`config.mk`:
```
export PLATFORM = sky130hd
export DESIGN_NAME = double_ended_queue_flat
export DESIGN_NICKNAME = d
export VERILOG_FILES = /design/src/sv/dq_pkg.sv /design/src/sv/dq_in_if.sv /design/src/sv/dq_out_if.sv /design/src/sv/dq_ram.sv /design/src/sv/dq_ctrl.sv /design/src/sv/double_ended_queue.sv /design/src/flat_wrapper.sv
export SDC_FILE = /design/constraint.sdc
export NUM_CORES = 1
export LEC_CHECK = 0
export ABC_AREA = 1
export BUFFER_PORTS_ARGS = -buffer_cell sky130_fd_sc_hd__buf_2
export CAP_MARGIN = 10
export CORE_MARGIN = 5
export CORE_UTILIZATION = 45
export DETAILED_ROUTE_END_ITERATION = 10
export GPL_TIMING_DRIVEN = 0
export PLACE_DENSITY_LB_ADDON = 0.12
export SYNTH_ARGS = -nofsm -noshare
export SYNTH_HDL_FRONTEND = slang
export SYNTH_HIERARCHICAL = 1
export SYNTH_SLANG_ARGS = --single-unit
```
`constraint.sdc`:
```
create_clock -name clk -period 12.28 [get_ports clk]
set_clock_uncertainty 0.1 [all_clocks]
set_input_delay 3.07 -clock clk [delete_from_list [all_inputs] [get_ports clk]]
set_output_delay 3.07 -clock clk [all_outputs]
set_load 0.01 [all_outputs]
```
`src/sv/dq_pkg.sv`:
```
// Shared types and constants for the double-ended queue.
// Item field widths, operation and status codes, controller states.
`timescale 1ns / 1ps

package dq_pkg;

  localparam int DEPTH_DEF  = 16;
  localparam int DATA_W_DEF = 32;

  localparam int KIND_W   = 3;
  localparam int WORD_W   = 32;
  localparam int STATUS_W = 2;

  typedef enum logic [KIND_W-1:0] {
    K_PUSH_REAR  = 3'd0,
    K_PUSH_FRONT = 3'd1,
    K_POP_FRONT  = 3'd2,
    K_POP_REAR   = 3'd3,
    K_LIST       = 3'd4
  } kind_t;

  typedef enum logic [STATUS_W-1:0] {
    ST_OK    = 2'd0,
    ST_EMPTY = 2'd1,
    ST_FULL  = 2'd2
  } status_t;

  typedef enum logic {
    S_IDLE,
    S_DATA
  } fsm_t;

  typedef struct packed {
    logic we;
    logic re;
  } dq_mem_ctl_t;

endpackage

```
`src/sv/dq_in_if.sv`:
```
// Input item channel: valid/ready handshake with operation and push word.
// Depends on dq_pkg.
`timescale 1ns / 1ps

interface dq_in_if;
  import dq_pkg::*;

  logic                     valid;
  logic                     ready;
  logic [KIND_W-1:0]        kind;
  logic signed [WORD_W-1:0] push_value;

  modport source (output valid, output kind, output push_value, input ready);
  modport sink   (input valid, input kind, input push_value, output ready);
endinterface

```
`src/sv/dq_out_if.sv`:
```
// Result item channel: valid/ready handshake with word, status and last flag.
// Depends on dq_pkg.
`timescale 1ns / 1ps

interface dq_out_if;
  import dq_pkg::*;

  logic                     valid;
  logic                     ready;
  logic signed [WORD_W-1:0] out_value;
  logic [STATUS_W-1:0]      status;
  logic                     last;

  modport source (output valid, output out_value, output status, output last,
                  input ready);
  modport sink   (input valid, input out_value, input status, input last,
                  output ready);
endinterface

```
`src/sv/dq_ram.sv`:
```
// Entry store: one write port, one read port, registered read data.
// Depends on dq_pkg.
`timescale 1ns / 1ps

module dq_ram #(
  parameter int DEPTH  = dq_pkg::DEPTH_DEF,
  parameter int DATA_W = dq_pkg::DATA_W_DEF
) (
  input  logic                       clk,
  input  dq_pkg::dq_mem_ctl_t        ctl,
  input  logic [$clog2(DEPTH)-1:0]   waddr,
  input  logic [DATA_W-1:0]          wdata,
  input  logic [$clog2(DEPTH)-1:0]   raddr,
  output logic [DATA_W-1:0]          rdata
);
  import dq_pkg::*;

  logic [DATA_W-1:0] mem [DEPTH];
  logic [DATA_W-1:0] rdata_r;

  always_ff @(posedge clk) begin
    if (ctl.we) begin
      mem[waddr] <= wdata;
    end
    if (ctl.re) begin
      rdata_r <= mem[raddr];
    end
  end

  assign rdata = rdata_r;

endmodule

```
`src/sv/dq_ctrl.sv`:
```
// Queue controller: head and count registers, operation sequencing,
// listing walk and the result register. Depends on dq_pkg and the channels.
`timescale 1ns / 1ps

module dq_ctrl #(
  parameter int DEPTH  = dq_pkg::DEPTH_DEF,
  parameter int DATA_W = dq_pkg::DATA_W_DEF
) (
  input  logic                       clk,
  input  logic                       rst_n,
  dq_in_if.sink                      in_if,
  dq_out_if.source                   out_if,
  output dq_pkg::dq_mem_ctl_t        mem_ctl,
  output logic [$clog2(DEPTH)-1:0]   waddr,
  output logic [DATA_W-1:0]          wdata,
  output logic [$clog2(DEPTH)-1:0]   raddr,
  input  logic [DATA_W-1:0]          rdata
);
  import dq_pkg::*;

  localparam int AW = $clog2(DEPTH);
  localparam int CW = $clog2(DEPTH + 1);
  localparam int SW = CW + 1;

  fsm_t              state_r, state_nxt;
  logic [AW-1:0]     head_r, head_nxt;
  logic [CW-1:0]     count_r, count_nxt;
  logic [AW-1:0]     addr_r, addr_nxt;
  logic [CW-1:0]     idx_r, idx_nxt;
  logic              pop_r, pop_nxt;

  logic                     out_valid_r, out_valid_nxt;
  logic signed [WORD_W-1:0] out_value_r, out_value_nxt;
  logic [STATUS_W-1:0]      status_r, status_nxt;
  logic                     last_r, last_nxt;

  logic              out_free;
  logic              accept;
  logic [AW-1:0]     head_inc, head_dec, addr_inc;
  logic [AW-1:0]     pos_cnt, pos_cnt_m1;
  logic [SW-1:0]     sum_cnt, sum_cnt_m1;
  logic signed [63:0] push_ext;
  logic signed [DATA_W-1:0] rd_s;
  logic signed [63:0] rd_ext;
  logic              walk_last;

  always_comb begin
    head_inc   = (head_r == AW'(DEPTH - 1)) ? '0 : head_r + AW'(1);
    head_dec   = (head_r == '0) ? AW'(DEPTH - 1) : head_r - AW'(1);
    addr_inc   = (addr_r == AW'(DEPTH - 1)) ? '0 : addr_r + AW'(1);
    sum_cnt    = SW'(head_r) + SW'(count_r);
    sum_cnt_m1 = sum_cnt - SW'(1);
    pos_cnt    = (sum_cnt >= SW'(DEPTH)) ? AW'(sum_cnt - SW'(DEPTH)) : AW'(sum_cnt);
    pos_cnt_m1 = (sum_cnt_m1 >= SW'(DEPTH)) ? AW'(sum_cnt_m1 - SW'(DEPTH))
                                             : AW'(sum_cnt_m1);
    push_ext   = 64'(in_if.push_value);
    rd_s       = rdata;
    rd_ext     = 64'(rd_s);
    walk_last  = pop_r || (idx_r == count_r);
  end

  assign out_free = !out_valid_r || out_if.ready;
  assign in_if.ready = (state_r == S_IDLE) && out_free;
  assign accept = in_if.valid && in_if.ready;

  always_ff @(posedge clk) begin
    if (!rst_n) begin
      state_r     <= S_IDLE;
      head_r      <= '0;
      count_r     <= '0;
      out_valid_r <= 1'b0;
    end else begin
      state_r     <= state_nxt;
      head_r      <= head_nxt;
      count_r     <= count_nxt;
      out_valid_r <= out_valid_nxt;
    end
  end

  always_ff @(posedge clk) begin
    addr_r      <= addr_nxt;
    idx_r       <= idx_nxt;
    pop_r       <= pop_nxt;
    out_value_r <= out_value_nxt;
    status_r    <= status_nxt;
    last_r      <= last_nxt;
  end

  // Writes happen only at a push accept; reads only at a pop or list accept
  // or in the walk, so the store never sees a read and a write in one cycle.
  always_comb begin
    state_nxt     = state_r;
    head_nxt      = head_r;
    count_nxt     = count_r;
    addr_nxt      = addr_r;
    idx_nxt       = idx_r;
    pop_nxt       = pop_r;
    out_valid_nxt = out_valid_r && !out_if.ready;
    out_value_nxt = out_value_r;
    status_nxt    = status_r;
    last_nxt      = last_r;
    mem_ctl       = '0;
    waddr         = pos_cnt;
    wdata         = push_ext[DATA_W-1:0];
    raddr         = head_r;

    case (state_r)
      S_IDLE: begin
        if (accept) begin
          case (in_if.kind)
            K_PUSH_REAR, K_PUSH_FRONT: begin
              out_valid_nxt = 1'b1;
              out_value_nxt = '0;
              last_nxt      = 1'b1;
              if (count_r == CW'(DEPTH)) begin
                status_nxt = ST_FULL;
              end else begin
                status_nxt = ST_OK;
                mem_ctl.we = 1'b1;
                count_nxt  = count_r + CW'(1);
                if (in_if.kind == K_PUSH_FRONT) begin
                  waddr    = head_dec;
                  head_nxt = head_dec;
                end
              end
            end
            K_POP_FRONT, K_POP_REAR: begin
              if (count_r == '0) begin
                out_valid_nxt = 1'b1;
                out_value_nxt = '0;
                status_nxt    = ST_EMPTY;
                last_nxt      = 1'b1;
              end else begin
                mem_ctl.re = 1'b1;
                count_nxt  = count_r - CW'(1);
                pop_nxt    = 1'b1;
                state_nxt  = S_DATA;
                if (in_if.kind == K_POP_FRONT) begin
                  head_nxt = head_inc;
                end else begin
                  raddr = pos_cnt_m1;
                end
              end
            end
            K_LIST: begin
              if (count_r == '0) begin
                out_valid_nxt = 1'b1;
                out_value_nxt = '0;
                status_nxt    = ST_EMPTY;
                last_nxt      = 1'b1;
              end else begin
                mem_ctl.re = 1'b1;
                addr_nxt   = head_inc;
                idx_nxt    = CW'(1);
                pop_nxt    = 1'b0;
                state_nxt  = S_DATA;
              end
            end
            default: begin
            end
          endcase
        end
      end
      S_DATA: begin
        if (out_free) begin
          out_valid_nxt = 1'b1;
          out_value_nxt = rd_ext[WORD_W-1:0];
          status_nxt    = ST_OK;
          last_nxt      = walk_last;
          if (walk_last) begin
            state_nxt = S_IDLE;
          end else begin
            mem_ctl.re = 1'b1;
            raddr      = addr_r;
            addr_nxt   = addr_inc;
            idx_nxt    = idx_r + CW'(1);
          end
        end
      end
      default: begin
        state_nxt = S_IDLE;
      end
    endcase
  end

  assign out_if.valid     = out_valid_r;
  assign out_if.out_value = out_value_r;
  assign out_if.status    = status_r;
  assign out_if.last      = last_r;

endmodule

```
`src/sv/double_ended_queue.sv`:
```
// Bounded double-ended queue of signed words in a ring store.
// Channels: in_if carries kind and push_value, out_if carries out_value,
// status and last; both move an item when valid and ready are high.
// Push rear/front: one result (ok or full) registered at the accept edge,
// visible the next cycle. Pop front/rear: the store read data is registered,
// then loaded into the result register once it is free. Empty-queue pop or
// list gives one result with status empty.
// List: one result per held entry, front to rear, last set on the rear
// entry; the first result passes the store read and result registers, then
// one per cycle while out_if.ready stays high, paced by the store read port.
// Throughput: one push per cycle while out_if.ready stays high; pops and
// lists take one item at a time, until the pop or last entry result loads.
// Kinds 5 to 7 are taken and produce nothing.
// Reset (rst_n low, synchronous) empties the queue and drops any pending
// result; the store contents are not cleared.
// With a result pending and out_if.ready low, the result register holds,
// in_if.ready drops and a listing pauses in place until the result is taken.
`timescale 1ns / 1ps

module double_ended_queue #(
  parameter int DEPTH  = dq_pkg::DEPTH_DEF,
  parameter int DATA_W = dq_pkg::DATA_W_DEF
) (
  input  logic     clk,
  input  logic     rst_n,
  dq_in_if.sink    in_if,
  dq_out_if.source out_if
);
  import dq_pkg::*;

  localparam int AW = $clog2(DEPTH);

  dq_mem_ctl_t       mem_ctl;
  logic [AW-1:0]     waddr;
  logic [AW-1:0]     raddr;
  logic [DATA_W-1:0] wdata;
  logic [DATA_W-1:0] rdata;

  dq_ctrl #(
    .DEPTH  (DEPTH),
    .DATA_W (DATA_W)
  ) u_ctrl (
    .clk     (clk),
    .rst_n   (rst_n),
    .in_if   (in_if),
    .out_if  (out_if),
    .mem_ctl (mem_ctl),
    .waddr   (waddr),
    .wdata   (wdata),
    .raddr   (raddr),
    .rdata   (rdata)
  );

  dq_ram #(
    .DEPTH  (DEPTH),
    .DATA_W (DATA_W)
  ) u_ram (
    .clk   (clk),
    .ctl   (mem_ctl),
    .waddr (waddr),
    .wdata (wdata),
    .raddr (raddr),
    .rdata (rdata)
  );

  a_write_on_accept: assert property (@(posedge clk) disable iff (!rst_n)
    mem_ctl.we |-> (in_if.valid && in_if.ready))
    else $error("store write without an accepted item");

  a_no_rw_overlap: assert property (@(posedge clk) disable iff (!rst_n)
    !(mem_ctl.we && mem_ctl.re))
    else $error("store read and write in the same cycle");

  a_error_is_last: assert property (@(posedge clk) disable iff (!rst_n)
    (out_if.valid && out_if.status != ST_OK) |-> out_if.last)
    else $error("error result not marked last");

  a_walk_loads_out: assert property (@(posedge clk) disable iff (!rst_n)
    (mem_ctl.re && !(in_if.valid && in_if.ready)) |=> out_if.valid)
    else $error("listing read issued without loading a result");

endmodule

```
`src/flat_wrapper.sv`:
```
// flat-port wrapper written by rule: the top's interface ports become plain ports
module double_ended_queue_flat import dq_pkg::*;
#(
  parameter int DEPTH  = dq_pkg::DEPTH_DEF,
  parameter int DATA_W = dq_pkg::DATA_W_DEF
)
  (clk, rst_n, in_if_valid, in_if_kind, in_if_push_value, in_if_ready, out_if_valid, out_if_out_value, out_if_status, out_if_last, out_if_ready);
  dq_in_if in_if_i ();
  dq_out_if out_if_i ();
  input  logic clk;
  input  logic rst_n;
  input wire logic [$bits(in_if_i.valid)-1:0] in_if_valid;
  input wire logic [$bits(in_if_i.kind)-1:0] in_if_kind;
  input wire logic [$bits(in_if_i.push_value)-1:0] in_if_push_value;
  output wire logic [$bits(in_if_i.ready)-1:0] in_if_ready;
  output wire logic [$bits(out_if_i.valid)-1:0] out_if_valid;
  output wire logic [$bits(out_if_i.out_value)-1:0] out_if_out_value;
  output wire logic [$bits(out_if_i.status)-1:0] out_if_status;
  output wire logic [$bits(out_if_i.last)-1:0] out_if_last;
  input wire logic [$bits(out_if_i.ready)-1:0] out_if_ready;
  assign in_if_i.valid = in_if_valid;
  assign in_if_i.kind = in_if_kind;
  assign in_if_i.push_value = in_if_push_value;
  assign in_if_ready = in_if_i.ready;
  assign out_if_valid = out_if_i.valid;
  assign out_if_out_value = out_if_i.out_value;
  assign out_if_status = out_if_i.status;
  assign out_if_last = out_if_i.last;
  assign out_if_i.ready = out_if_ready;
  double_ended_queue #(.DEPTH(DEPTH), .DATA_W(DATA_W)) u_core (.clk(clk), .rst_n(rst_n), .in_if(in_if_i), .out_if(out_if_i));
endmodule
```
==> results by group <==
Status
  • Status: finished, final reports clean

Die
  • Die width: 252 µm
  • Die Ht: 252 µm
  • Initial Util: 45.6%
  • Row cnt: 88
  • Die area: 63700 µm²
  • Total core area: 57900 µm²
  • IO Count: 76

Layout
  • Final Non-Filler Cells: 3470
  • Final Util: 52.2%
  • Ant diodes: 0
  • Most common library cell in the layout ignoring fill and taps: nand2_1
  • Commonest cells after routing, fill and taps aside: 775 x nand2_1, 589 x edfxtp_1, 456 x inv_1
  • Area Growth Syn to Fin: 14.4%
  • Share of layout cells above drive strength 1: 11.0%
  • NumNets Final: 2712

Clock network
  • CTS sink cnt: 600
  • Inserted Clock Buffers: 67
  • Reg clk slew, reported paths: 0.06 ns
  • CTS tree: done
  • # H-tree levels: 3
  • Post-CTS setup buffers: 0
  • Worst skew pair latency: 0.60 ns
  • Resized cells post-CTS: 0
  • CTS root buffer: clkbuf_16
  • Post-CTS Hold Buffers: 0
  • Clk buf depth: 3

Detailed routing
  • Vias/cell: 5.15
  • Drt first pass iters: 6
  • Total Wirelength: 74300 µm
  • Iter 0 DRT Violations: 1702
  • Wire per inst: 21.4 µm
  • DRC: 0
  • Detail Route Antenna Nets: 0
  • Vias post-DR: 17900

Timing
  • FMAX: 143 MHz
  • Max-Slew Margin vs Limit: 26.0%
  • Slew Viols, Final: 0
  • Final Hold Fails: 0
  • # setup viols final: 0
  • Final Cycle Share: 56.8%
  • Final setup margin: 5.31 ns
  • RSZ-0062 raised after global routing: no
  • Tightest Pin Transition: 1.11 ns
  • Setup TNS: 0 ns
  • Minimum clock period: 6.97 ns

Synth
  • Synthesis-stage register bit count: 600
  • Post-synth cell types: 36
  • Post-synthesis sequential area ratio: 67.7%
  • Syn. warnings: 6
  • Syn avg cell area: 10.5 µm²
  • Syn Nets: 2580
  • Synthesized area: 26400 µm²
  • Post-Syn Instances: 2528

Min path
  • Worst hold stages: 2
  • HP Start: u_core/u_ram/rdata[22]$_DFFE_PP_
  • Hold Path Class: flop to flop
  • WHS Endpoint: u_core/u_ctrl/out_if.out_value[22]$_SDFFCE_PN0P_

Worst setup path
  • Register-to-register setup slack: 8.18 ns
  • Crit Path Category: input port to primary output
  • Startpoint types: input port
  • Arrival time at the worst endpoint: 3.80 ns
  • CP required: 9.11 ns
  • Worst setup EP type: primary output
  • Worst r2r dst: u_core/u_ram/rdata[29]$_DFFE_PP_
  • Reg2reg start: u_core/u_ctrl/count_r[1]$_SDFFE_PN0P_
  • Crit path max fanout: 4
  • Reg2reg path depth: 11

GRT
  • Total GRT Usage: 23.1%
  • Initial antenna violation count: 0
  • Vias in the first global route: 16800
  • Global-route wire length before repair: 109000 µm
  • GRT Residual Overflow: 0
  • Largest net degree at the start of global routing: 25

Placement
  • Setup WS pre-CTS: 5.31 ns
  • Post-detail-place hpwl: 48700 µm
  • # port buffers: 43
  • Gpl congestion: 0.863
  • Dpl cells: 3356

Power and ir drop
  • Pleak: 12.9 nW
  • P per Cell Area: 158 nW/µm²
  • Peak supply drop: 0.102 mV

Job
  • Max-cap violation count: 0
==> critical path, stage by stage <==
cell and delay [ns]:
buf_2 0.10, nor2_1 0.37, nor2_1 0.10, buf_2 0.16
==> kinds of logic after synthesis <==
| logic type | synth area share [%] |
|---|---|
| compound gates | 0.842 |
| xor+xnor | 0.364 |
| fa+ha+maj | 0.672 |
| buf+inv | 10.3 |
| flops | 67.7 |
| simple gates | 20.1 |
==> final cells by class <==
| type | instances | area, µm² |
|---|---|---|
| Clock buffer | 78 | 1800 |
| Sequential cell | 600 | 17900 |
| Buffer | 144 | 977 |
| Tap cell | 765 | 957 |
| Timing Repair Buffer | 63 | 676 |
| Multi-Input combinational cell | 1323 | 5960 |
| Fill cell | 5212 | 27700 |
| Clock inverter | 36 | 236 |
| Inverter | 461 | 1730 |
==> metrics by stage <==
step / hold slack [ns] / instance area (µm²) / total power [mW]
final: 0.400 / 30300 / 4.77
after global routing: 0.415 / 30300 / 4.95
after CTS: 0.403 / 30300 / 4.81
after detailed placement: 0.390 / 28200 / 2.93
after global placement: 0.386 / 27600 / 2.90
after floorplan: 0.381 / 26400 / 2.69
==> report_power, final <==
part	total, mW	leakage (nW)	internal [mW]	switching (mW)
clock	1.89	1.00	1.10	0.782
combinational	0.578	6.46	0.166	0.412
sequential	2.31	5.41	2.30	0.0122
==> synth_stat cells <==
| master | n | area, µm² |
|---|---|---|
| a21oi_1 | 15 | 75.1 |
| a21oi_2 | 1 | 8.76 |
| a31oi_1 | 2 | 12.5 |
| buf_1 | 14 | 52.6 |
| buf_12 | 1 | 20.0 |
| buf_2 | 41 | 205 |
| buf_4 | 38 | 285 |
| buf_6 | 30 | 338 |
| clkbuf_1 | 19 | 71.3 |
| clkbuf_2 | 1 | 5.00 |
| clkinv_1 | 1 | 3.75 |
| dfxtp_1 | 11 | 220 |
| edfxtp_1 | 589 | 17700 |
| fa_1 | 2 | 40.0 |
| ha_1 | 11 | 138 |
| inv_1 | 456 | 1710 |
| inv_2 | 3 | 11.3 |
| inv_4 | 1 | 6.26 |
| nand2_1 | 775 | 2910 |
| nand2_2 | 4 | 25.0 |
| nand3_1 | 410 | 2050 |
| nand3_2 | 1 | 10.0 |
| nand3b_1 | 3 | 22.5 |
| nand4_1 | 7 | 43.8 |
| nor2_1 | 47 | 176 |
| nor2_2 | 2 | 12.5 |
| nor2_4 | 3 | 33.8 |
| nor3_1 | 3 | 15.0 |
| nor3_4 | 1 | 16.3 |
| o21ai_0 | 10 | 50.1 |
| o21ai_1 | 11 | 55.1 |
| o21ai_2 | 1 | 8.76 |
| o22ai_1 | 2 | 12.5 |
| or2_2 | 1 | 6.26 |
| xnor2_1 | 3 | 26.3 |
| xor2_1 | 8 | 70.1 |
==> sequential cells by signal (all words and copies together), names as in the netlist <==
name	cells
u_core/u_ctrl/head_r	4
u_core/u_ctrl/out_if.status	2
u_core/u_ctrl/count_r	5
u_core/u_ctrl/state_r	1
u_core/u_ctrl/out_if.last	1
u_core/u_ram/mem	512
u_core/u_ctrl/out_if.out_value	32
u_core/u_ctrl/pop_r	1
u_core/u_ctrl/idx_r	5
u_core/u_ctrl/addr_r	4
u_core/u_ctrl/out_if.valid	1
u_core/u_ram/rdata	32
==> worst max-delay path by stage <==
stage          slack (ns)                           endpoint  depth (start not counted)         start
2_1_floorplan        5.65                        in_if_ready                          2  out_if_ready
5_1_grt              5.27                        in_if_ready                          4  out_if_ready
4_1_cts              5.31                        in_if_ready                          4  out_if_ready
3_3_place_gp         4.13  u_core/u_ram/mem[8][18]$_DFFE_PP_                          9   in_if_valid
3_5_place_dp         5.31                        in_if_ready                          4  out_if_ready
6_report             5.31                        in_if_ready                          4  out_if_ready
==> layer usage <==
layer  vias to the layer above  GRT usage (%)  share of wire (%)
met5                         -              0                  0
met4                         0           7.30                2.8
met3                       122           4.74                8.0
met2                       666           37.5                 47
met1                      8643           31.6                 42
li1                       8423              -                  -
Power figures use the tool's default switching activity.
